`config.mk`:
```
export PLATFORM = sky130hd
export DESIGN_NAME = three_phase_gate_pattern_timer_core
export DESIGN_NICKNAME = d
export VERILOG_FILES = /design/src/sv/tpgpt_pkg.sv /design/src/sv/three_phase_gate_pattern_timer_core.sv
export VERILOG_INCLUDE_DIRS = /design/src /design/src/sv
export SDC_FILE = /design/constraint.sdc
export NUM_CORES = 1
export LEC_CHECK = 0
export BUFFER_PORTS_ARGS = -buffer_cell sky130_fd_sc_hd__buf_2
export CORE_UTILIZATION = 30
export DETAILED_ROUTE_END_ITERATION = 6
export HOLD_SLACK_MARGIN = 0.05
export PLACE_DENSITY = 0.53
export RECOVER_POWER = 50
export SLEW_MARGIN = 5
export SYNTH_ARGS = -nofsm -noshare
export SYNTH_HDL_FRONTEND = slang
export SYNTH_SLANG_ARGS = --single-unit
```
`constraint.sdc`:
```
create_clock -name clk_i -period 4.2 [get_ports clk_i]
set_input_delay 0 -clock clk_i [delete_from_list [all_inputs] [get_ports clk_i]]
set_output_delay 0 -clock clk_i [all_outputs]
set_load 0.05 [all_outputs]
```
`src/sv/three_phase_gate_pattern_timer_core_assert.svh`:
```
// ---------------------------------------------------------------------------
// Three-phase gate pattern timer assertion macros
// Shared concurrent assertion forms used by the timer core.
// ---------------------------------------------------------------------------
`ifndef THREE_PHASE_GATE_PATTERN_TIMER_CORE_ASSERT_SVH
`define THREE_PHASE_GATE_PATTERN_TIMER_CORE_ASSERT_SVH

// Consequent must hold in the same cycle as the antecedent.
`define TPGPT_ASSERT_SAME(lbl, clk, rst_n, ante, cons, msg) \
  lbl: assert property (@(posedge clk) disable iff (!rst_n) (ante) |-> (cons)) \
    else $error(msg);

// Consequent must hold in the cycle after the antecedent.
`define TPGPT_ASSERT_NEXT(lbl, clk, rst_n, ante, cons, msg) \
  lbl: assert property (@(posedge clk) disable iff (!rst_n) (ante) |=> (cons)) \
    else $error(msg);

`endif

```
`src/sv/tpgpt_pkg.sv`:
```
// ---------------------------------------------------------------------------
// Three-phase gate pattern timer package
// State word layout, pattern constants and the gate pattern function.
// ---------------------------------------------------------------------------
package tpgpt_pkg;

  localparam int unsigned IdxW     = 11;
  localparam int unsigned GateW    = 6;
  localparam int unsigned CntW     = 8;
  localparam int unsigned AngleW   = 9;

  localparam logic [IdxW-1:0] PatternLen = 11'd1440;
  localparam logic [IdxW-1:0] PatternLast = 11'd1439;

  localparam logic [GateW-1:0] GateUh  = 6'b000001;
  localparam logic [GateW-1:0] GateUl  = 6'b000010;
  localparam logic [GateW-1:0] GateVh  = 6'b000100;
  localparam logic [GateW-1:0] GateVl  = 6'b001000;
  localparam logic [GateW-1:0] GateWh  = 6'b010000;
  localparam logic [GateW-1:0] GateWl  = 6'b100000;
  localparam logic [GateW-1:0] GateAll = 6'b111111;

  localparam logic [CntW-1:0] CompareReset = 8'd1;

  // One word of timer state, held in the state memory.
  typedef struct packed {
    logic [CntW-1:0]  tick_count;
    logic [IdxW-1:0]  pattern_index;
    logic [GateW-1:0] gate_latch;
  } state_t;

  localparam state_t StateReset = '{tick_count: '0, pattern_index: '0, gate_latch: '0};

  // Minimum interval mask for an angle step.
  function automatic logic [GateW-1:0] mask_min(input logic [AngleW-1:0] c);
    logic [GateW-1:0] m;
    m = '0;
    if (c inside {[9'd1:9'd179]})   m |= GateUh;
    if (c inside {[9'd181:9'd359]}) m |= GateUl;
    if (c inside {[9'd121:9'd299]}) m |= GateVh;
    if (c < 9'd120 || c > 9'd300)   m |= GateVl;
    if (c inside {[9'd61:9'd239]})  m |= GateWh;
    if (c < 9'd60 || c > 9'd240)    m |= GateWl;
    return m;
  endfunction

  // Middle interval mask for an angle step.
  function automatic logic [GateW-1:0] mask_mid(input logic [AngleW-1:0] c);
    logic [GateW-1:0] m;
    m = '0;
    if (c inside {[9'd31:9'd60], [9'd120:9'd149]})  m |= GateUh;
    if (c inside {[9'd211:9'd240], [9'd300:9'd329]}) m |= GateUl;
    if (c inside {[9'd151:9'd180], [9'd240:9'd269]}) m |= GateVh;
    if (c inside {[9'd61:9'd90], [9'd330:9'd358]})   m |= GateVl;
    if (c inside {[9'd91:9'd120], [9'd180:9'd209]})  m |= GateWh;
    if (c inside {[9'd1:9'd30], [9'd270:9'd299]})    m |= GateWl;
    return m;
  endfunction

  // Maximum interval mask for an angle step.
  function automatic logic [GateW-1:0] mask_max(input logic [AngleW-1:0] c);
    logic [GateW-1:0] m;
    m = '0;
    if (c inside {[9'd61:9'd119]})  m |= GateUh;
    if (c inside {[9'd241:9'd299]}) m |= GateUl;
    if (c inside {[9'd181:9'd239]}) m |= GateVh;
    if (c inside {[9'd1:9'd59]})    m |= GateVl;
    if (c inside {[9'd121:9'd179]}) m |= GateWh;
    if (c inside {[9'd301:9'd359]}) m |= GateWl;
    return m;
  endfunction

  // Gate pattern for an index below the pattern length: the upper bits give
  // the angle step and the two low bits the slot within it.
  function automatic logic [GateW-1:0] pattern_at(input logic [IdxW-1:0] idx);
    logic [AngleW-1:0] c;
    logic [1:0]        p;
    logic [GateW-1:0]  m;
    c = idx[IdxW-1:2];
    p = idx[1:0];
    m = '0;
    if (p < 2'd2) m |= mask_min(c) | mask_mid(c);
    if (p < 2'd3) m |= mask_max(c);
    return m & GateAll;
  endfunction

endpackage

```
`src/sv/three_phase_gate_pattern_timer_core.sv`:
```
// Latency: a result is held in the output register the cycle after its input transfer.
// Throughput: one tick per cycle while the result is drained, set by the single read-modify-write
//   of the state word, with the last written word forwarded past the registered memory read.
// Reset: asynchronous, active low; the state word reads as all zero through a valid
//   bit, the compare value returns to 1 and no result is pending.
// ---------------------------------------------------------------------------
// Three-phase gate pattern timer core
// Compare counter that steps a computed six-gate pattern on every match.
// ---------------------------------------------------------------------------
`include "three_phase_gate_pattern_timer_core_assert.svh"

module three_phase_gate_pattern_timer_core (
  input  logic       clk_i,
  input  logic       rst_ni,
  // Configuration write
  input  logic       cfg_we_i,
  input  logic [7:0] cfg_wdata_i,
  // Tick input channel
  input  logic       in_valid_i,
  output logic       in_ready_o,
  input  logic       over_temp_i,
  // Result channel
  output logic       out_valid_o,
  input  logic       out_ready_i,
  output logic [5:0] gate_bits_o,
  output logic       sync_pulse_o
);

  tpgpt_pkg::state_t state_mem [1];
  tpgpt_pkg::state_t rd_q;
  tpgpt_pkg::state_t wr_data_q, wr_data_d;
  tpgpt_pkg::state_t cur_state;
  tpgpt_pkg::state_t next_state;
  logic              state_valid_q;
  logic              fwd_q;
  logic              wr_en;

  logic [tpgpt_pkg::CntW-1:0]  compare_q;
  logic [tpgpt_pkg::IdxW-1:0]  idx_use;
  logic [tpgpt_pkg::IdxW-1:0]  idx_inc;
  logic [tpgpt_pkg::GateW-1:0] gate_new;
  logic                        match;
  logic                        sync_new;
  logic                        in_xfer;

  logic                        out_valid_q;
  logic [tpgpt_pkg::GateW-1:0] gate_q;
  logic                        sync_q;

  // A new tick is taken whenever the output register is free or being drained.
  assign in_ready_o = !out_valid_q || out_ready_i;
  assign in_xfer    = in_valid_i && in_ready_o;

  // Current state: reset value until first written, else forwarded or read word.
  always_comb begin
    if (!state_valid_q) begin
      cur_state = tpgpt_pkg::StateReset;
    end else if (fwd_q) begin
      cur_state = wr_data_q;
    end else begin
      cur_state = rd_q;
    end
  end

  // Tick update: count up, or on a match latch the pattern and advance the index; over-temperature clears the gates.
  always_comb begin
    match    = cur_state.tick_count >= compare_q;
    idx_use  = (cur_state.pattern_index < tpgpt_pkg::PatternLen) ?
               cur_state.pattern_index : '0;
    idx_inc  = idx_use + 11'd1;
    sync_new = 1'b0;
    next_state = cur_state;
    if (match) begin
      next_state.tick_count = '0;
      next_state.gate_latch = over_temp_i ? '0 : tpgpt_pkg::pattern_at(idx_use);
      if (idx_inc >= tpgpt_pkg::PatternLen) begin
        next_state.pattern_index = '0;
        sync_new = 1'b1;
      end else begin
        next_state.pattern_index = idx_inc;
      end
    end else begin
      next_state.tick_count = cur_state.tick_count + 8'd1;
    end
    if (over_temp_i) begin
      next_state.gate_latch = '0;
    end
    gate_new = next_state.gate_latch;
  end

  // Write-back selection: a configuration write restarts the counter.
  always_comb begin
    wr_en     = cfg_we_i || in_xfer;
    wr_data_d = next_state;
    if (cfg_we_i) begin
      wr_data_d            = cur_state;
      wr_data_d.tick_count = '0;
    end
  end

  // State memory with registered read.
  always_ff @(posedge clk_i) begin
    if (wr_en) begin
      state_mem[0] <= wr_data_d;
    end
    rd_q <= state_mem[0];
  end

  // Forwarding copy of the last written word.
  always_ff @(posedge clk_i) begin
    if (wr_en) begin
      wr_data_q <= wr_data_d;
    end
  end

  // Memory control and compare register.
  always_ff @(posedge clk_i or negedge rst_ni) begin
    if (!rst_ni) begin
      state_valid_q <= 1'b0;
      fwd_q         <= 1'b0;
      compare_q     <= tpgpt_pkg::CompareReset;
    end else begin
      fwd_q <= wr_en;
      if (wr_en) begin
        state_valid_q <= 1'b1;
      end
      if (cfg_we_i) begin
        compare_q <= cfg_wdata_i;
      end
    end
  end

  // Output register valid.
  always_ff @(posedge clk_i or negedge rst_ni) begin
    if (!rst_ni) begin
      out_valid_q <= 1'b0;
    end else if (in_xfer) begin
      out_valid_q <= 1'b1;
    end else if (out_ready_i) begin
      out_valid_q <= 1'b0;
    end
  end

  // Output register payload.
  always_ff @(posedge clk_i) begin
    if (in_xfer) begin
      gate_q <= gate_new;
      sync_q <= sync_new;
    end
  end

  assign out_valid_o  = out_valid_q;
  assign gate_bits_o  = gate_q;
  assign sync_pulse_o = sync_q;

  // The last pattern position is a dead slot, so a wrap always shows gates off.
  `TPGPT_ASSERT_SAME(a_sync_gates_off, clk_i, rst_ni, out_valid_q && sync_q, gate_q == '0, "sync result with gates on")

  // An over-temperature tick forces the delivered gates low.
  `TPGPT_ASSERT_NEXT(a_hot_gates_off, clk_i, rst_ni, in_xfer && over_temp_i, out_valid_q && gate_q == '0, "gates on after over-temperature")

  // The stored pattern index never leaves the pattern range.
  `TPGPT_ASSERT_SAME(a_index_range, clk_i, rst_ni, state_valid_q, cur_state.pattern_index <= tpgpt_pkg::PatternLast, "pattern index out of range")

endmodule

```
# After elaboration in Yosys (flattened, before gate mapping)
# Memory sizes are Yosys's and may differ from the RTL's. A register that Yosys moved wholly into a read port is not among the register bits.
# Cells that the tools add are included.
# Widths: inputs -> output; s select.
[op_classes]
add_sub_neg = 2
order_cmp = 42
muxes = 41
bitwise = 2
n_reduce_logical = 35
[ops]
columns = ["operator", "n"]
rows = [
  ["$mux 6", 14],
  ["$mux 25", 3],
  ["$ge 9x8->1 const B", 6],
  ["$le 9x8->1 const B", 6],
  ["$le 9x9->1 const B", 5],
  ["$ge 9x9->1 const B", 4],
  ["$ge 9x7->1 const B", 3],
  ["$le 9x7->1 const B", 3],
  ["$logic_and 1x1->1", 23],
  ["$mux 11", 2],
  ["$le 9x6->1 const B", 2],
  ["$mux 17", 1],
  ["$mux 5", 3],
  ["$reduce_bool 2->1", 7],
  ["$mux 4", 3],
  ["$or 6x6->6", 2],
  ["$add 11x1->11 const B", 1],
  ["$ge 11x11->1 const B", 1],
  ["$lt 11x11->1 const B", 1],
  ["$ge 9x1->1 const B", 1],
  ["$ge 9x5->1 const B", 1],
  ["$ge 9x6->1 const B", 1],
  ["$gt 9x8->1 const B", 1],
  ["$gt 9x9->1 const B", 1],
  ["12 further kinds", 27],
]
[word_totals]
reg_bits = 43
ramBits = 25
elab_cells = 132
n_memories = 1
[mem_list]
columns = ["memory", "depth", "word_bits", "read_ports", "rd_ports_with_merged_regs", "write_ports", "line", "text"]
rows = [
  ["state_mem", 1, 25, 1, 1, 1, "three_phase_gate_pattern_timer_core.sv:29", "tpgpt_pkg::state_t state_mem [1];"],
]

# Logic depth before layout (Yosys ltp)
[depth]
ltp_word = 24
depth_mapped = 17

# Worst setup path after synthesis
# OpenSTA, ideal clock, no wires.
[synth_timing]
path_kind = "register to register"
startpoint = "register fwd_q"
endpoint = "register wr_data_q[8] (netlist name) (data pin)"
setup_ns = 0.268
arrival_ns = 2.948
setup_slack_ns = 0.984
stages_incl_launch_ff = 16
path_buffers = 2
path_cell_list = "dfrtp_1 buf_6 and3_4 o211ai_2 a21oi_4 nor2_1 ha_1 clkbuf_1 nand2_1 nor2_1 nand2_2 nor3b_4 xnor2_2 a41oi_2 o21ai_2 o211ai_1"
[synth_lines]
columns = ["item", "line", "text"]
rows = [
  ["start: declaration", "three_phase_gate_pattern_timer_core.sv:35", "logic fwd_q;"],
  ["start signal: assignment", "three_phase_gate_pattern_timer_core.sv:123", "fwd_q <= wr_en;"],
  ["end signal: assignment", "three_phase_gate_pattern_timer_core.sv:112", "wr_data_q <= wr_data_d;"],
  ["end: declaration", "three_phase_gate_pattern_timer_core.sv:31", "tpgpt_pkg::state_t wr_data_q, wr_data_d;"],
]

==> tab_implementation.tex <==
\begin{tabular}{lr}
\hline
Metric & Value \\
\hline
\multicolumn{2}{l}{\textbf{Setup path}} \\
Critical Path Source Type & flop \\
Data arrival time at the worst-slack endpoint & just under 4000 ps \\
Type of the setup path with the least slack & flop to flop \\
Data required time at the worst endpoint & $\sim$4300 ps \\
Cell class contributing the biggest share of worst-path delay & compound AO/OA/AOI/OAI gates \\
Maximum fanout encountered on the critical timing path & 19 \\
Crit path cell chain & buf\_4, or3\_1, o211ai\_2, a21oi\_4, nor2\_1, ha\_1, nand2\_1, a211oi\_1, or3\_1, a21oi\_1, a21oi\_1, a41oi\_2, o21ai\_2, o211ai\_1 \\
Number of stages on the worst setup path & 14 \\
Delay of the slowest critical-path stage & 670 ps \\
Reg2Reg Depth & 14 \\
Cell type of the slowest stage on the worst timing path & sky130\_fd\_sc\_hd\_\_dfrtp\_1 \\
Critical path capture point type & flop \\
Count of buffering cells on the critical path with inverters included & 1 \\
\multicolumn{2}{l}{\textbf{Hold path}} \\
Number of cells traversed by the worst hold path & 2 \\
Worst min-delay path class & primary input to flop \\
\multicolumn{2}{l}{\textbf{Layout}} \\
Most frequent cells in the layout & sky130\_fd\_sc\_hd\_\_nand2\_1 (39), sky130\_fd\_sc\_hd\_\_nor2\_1 (37), sky130\_fd\_sc\_hd\_\_edfxtp\_1 (32) \\
Share of final-layout standard cells stronger than drive strength 1 & between 10\% and 20\% \\
Net count of the finished layout & $\sim$440 \\
Post-route non-filler standard cell count & just under 600 \\
Most frequent standard cell in the layout excluding fill and tap cells & sky130\_fd\_sc\_hd\_\_nand2\_1 \\
Diodes inserted & 0 \\
Syn-to-layout area delta & 18.4\% \\
Fin util & roughly 37\% \\
\multicolumn{2}{l}{\textbf{Synthesis}} \\
Number of enable-type register cells in the synthesized netlist & 32 \\
Number of register bits inferred by synthesis & just under 70 \\
Average size of a mapped cell & 9.95 sq um \\
Sequential-to-total area share from yosys stat & approximately 46\% \\
Synth warn & 0 \\
Gate count of the mapped netlist & 376 \\
Synthesized area & roughly 3700 sq um \\
Unique cell type count in the Yosys netlist & slightly below 70 \\
Synthesized Nets & 400 \\
Synth async-reset ratio & 16.2\% \\
Top\_reg\_cell synth & sky130\_fd\_sc\_hd\_\_edfxtp\_1 \\
\multicolumn{2}{l}{\textbf{Placed design}} \\
IO buf count & 22 \\
Number of instances in the placed design & between 500 and 600 \\
Hpwl dp & about 5900 um \\
Final weighted congestion in routability-driven placement & between 0.8 and 0.9 \\
\multicolumn{2}{l}{\textbf{Floorplanning}} \\
Die width & 114 um \\
Initial core utilization & 31.0\% \\
Site Rows & 40 \\
Area of the placeable core & roughly 12000 sq um \\
Die Ht & between 100 and 150 um \\
Ports & 23 \\
Die footprint & 12900 sq um \\
\multicolumn{2}{l}{\textbf{STA}} \\
Pins Over Slew Limit & 0 \\
Worst clock skew & 7.90 ps \\
Min cycle time layout & between 3000 and 4000 ps \\
Portion of the clock cycle consumed by the worst path in the final layout & between 90\% and 100\% \\
RSZ-0062 raised after global routing & no \\
Fin Setup TNS & 0 ps \\
Worst Hold Margin & roughly 100 ps \\
Final setup fails & 0 \\
Fmax & 0.259 GHz \\
Slew Limit Headroom & 24.1\% \\
Number of endpoints with negative hold slack in the final report & 0 \\
Tightest Pin Transition & approximately 1100 ps \\
\multicolumn{2}{l}{\textbf{Routing}} \\
First-iteration detailed-routing DRC count & 186 \\
Number of nets still failing antenna checks after routing & 0 \\
Number of remaining DRC errors & 0 \\
TritonRoute pass-1 iters & 5 \\
WL/cell & 14.6 um \\
Routed Wire Length & 8550 um \\
Average vias per placed instance & slightly below 5 \\
Number of vias in the routed layout & around 2800 \\
\multicolumn{2}{l}{\textbf{CTS}} \\
Clock sink total & slightly below 70 \\
Number of cells upsized or downsized after cts & 0 \\
CTS Buf Count & 9 \\
Maximum level of the CTS H-tree & 3 \\
Clock-pin transition on the worst setup and hold timing paths & around 60 ps \\
Number of setup buffers added after CTS & 0 \\
CTS root buf & sky130\_fd\_sc\_hd\_\_clkbuf\_16 \\
TritonCTS clock tree & yes \\
Clk\_lat worst skew & 330 ps \\
Largest buffer count on any clock path & 2 \\
\multicolumn{2}{l}{\textbf{Global route}} \\
Vias in the first global route & 2837 \\
Global-route wire length before repair & 14500 um \\
Global router's overall resource usage & roughly 14\% \\
Largest net degree at the start of global routing & 27 \\
Antenna violations before repair & 0 \\
Sum of overflow across all layers after global routing & 0 \\
\multicolumn{2}{l}{\textbf{Status}} \\
Run status & completed \\
\multicolumn{2}{l}{\textbf{Power}} \\
Total design power & approximately 2.7 mW \\
Peak ir drop on the vdd network & $\sim$240 uV \\
Power per cell area & approximately 610 nW/um\^{}2 \\
Leakage dissipation & $\sim$1.8 nW \\
\multicolumn{2}{l}{\textbf{Flow run}} \\
Max-cap check violation count & 0 \\
\hline
\end{tabular}
==> final timing paths <==
| check | endpoint | from | slack (ps) |
|---|---|---|---|
| max | wr_data_q[8] | fwd_q | 350 |
| min | gate_bits_o[5] | over_temp_i | 100 |
| max reg2reg | wr_data_q[8] | fwd_q | 350 |
| min reg2reg | rd_q[21] | wr_data_q[21] | 360 |
| max in group asynchronous | out_valid_o | rst_ni | 3590 |
| min in group asynchronous | fwd_q | rst_ni | 200 |
==> layout make-up <==
| type | count | area, sq um |
|---|---|---|
| fill | 1207 | 7630 |
| clock inverter | 7 | 98.8 |
| inverter | 13 | 48.8 |
| multi-input combinational | 279 | 1850 |
| tap | 168 | 210 |
| sequential | 68 | 1740 |
| timing repair buffer | 40 | 260 |
| clock buffer | 9 | 225 |
==> Yosys cell counts, types with 2 or more instances <==
library cell / number / area, sq um
sky130_fd_sc_hd__mux2i_1: 14 / 140
sky130_fd_sc_hd__o221ai_1: 2 / 17.5
sky130_fd_sc_hd__nand2_1: 39 / 146
sky130_fd_sc_hd__nand3_1: 14 / 70.1
sky130_fd_sc_hd__nand2b_1: 5 / 31.3
sky130_fd_sc_hd__inv_1: 13 / 48.8
sky130_fd_sc_hd__a22oi_1: 3 / 22.5
sky130_fd_sc_hd__o21ai_1: 4 / 20.0
sky130_fd_sc_hd__dfrtp_1: 10 / 250
sky130_fd_sc_hd__clkbuf_1: 10 / 37.5
sky130_fd_sc_hd__buf_6: 2 / 22.5
sky130_fd_sc_hd__o21ai_0: 20 / 100
sky130_fd_sc_hd__a21o_1: 5 / 37.5
sky130_fd_sc_hd__nor2_4: 2 / 22.5
sky130_fd_sc_hd__a211oi_1: 2 / 15.0
sky130_fd_sc_hd__nor2_1: 37 / 139
sky130_fd_sc_hd__xnor2_1: 8 / 70.1
sky130_fd_sc_hd__o21a_1: 2 / 15.0
sky130_fd_sc_hd__nand2_2: 3 / 18.8
sky130_fd_sc_hd__o31ai_1: 4 / 30.0
sky130_fd_sc_hd__nand4_1: 2 / 12.5
sky130_fd_sc_hd__or2_2: 2 / 12.5
sky130_fd_sc_hd__and2_1: 4 / 25.0
sky130_fd_sc_hd__nor3_1: 14 / 70.1
sky130_fd_sc_hd__ha_1: 10 / 125
sky130_fd_sc_hd__dfxtp_1: 25 / 500
sky130_fd_sc_hd__or3_1: 4 / 25.0
sky130_fd_sc_hd__a21oi_1: 22 / 110
sky130_fd_sc_hd__a31oi_1: 2 / 12.5
sky130_fd_sc_hd__edfxtp_1: 32 / 961
sky130_fd_sc_hd__mux2_2: 12 / 135
sky130_fd_sc_hd__o22ai_1: 6 / 37.5
sky130_fd_sc_hd__nand3b_1: 4 / 30.0
sky130_fd_sc_hd__and3_1: 3 / 18.8
==> power by group <==
part,internal (mW),leakage (nW),switching [mW],total [mW]
Clock,0.523,0.156,0.300,0.823
Combinational,0.360,1.02,0.570,0.930
Sequential,0.876,0.656,0.0889,0.965
==> state kept, by name (all words and copies together) (netlist names) <==
| name | count |
|---|---|
| state_valid_q | 1 |
| out_valid_o | 1 |
| fwd_q | 1 |
| wr_data_q | 23 |
| rd_q | 25 |
| compare_q | 8 |
| state_mem | 2 |
| sync_pulse_o | 1 |
| gate_bits_o | 6 |
==> per-layer routing <==
| metal | track usage [%] | wire (um) |
|---|---|---|
| met5 | 0 | 0 |
| met4 | 3.51 | 47 |
| met3 | 3.08 | 418 |
| met2 | 23.0 | 3950 |
| met1 | 19.7 | 4130 |
==> per-stage QoR <==
stage | cell area, sq um | setup slack [ps]
after floorplan | 3740 | 984
after global placement | 4010 | 457
after detailed placement | 4010 | 350
after CTS | 4440 | 328
after global routing | 4430 | 32.0
final | 4430 | 345
==> logic make-up (layout without fill, tap and decap cells) <==
kind of cell,after synthesis,after routing,share of synthesized area [%]
flip-flops,68,68,46.5
buffers and inverters,29,69,4.18
multiplexers,27,27,7.76
AND/OR/NAND/NOR,146,146,20.4
AO/OA/AOI/OAI,87,87,15.6
XOR/XNOR,9,9,2.31
adder cells (fa/ha/maj),10,10,3.34
==> timing repair <==
| action | CTS | global route |
|---|---|---|
| endpoints found under the setup margin | 0 | 0 |
| hold endpoints to repair | 20 | 0 |
| hold buffers | 11 | 0 |
No activity file was read; power rests on OpenSTA's default activity.
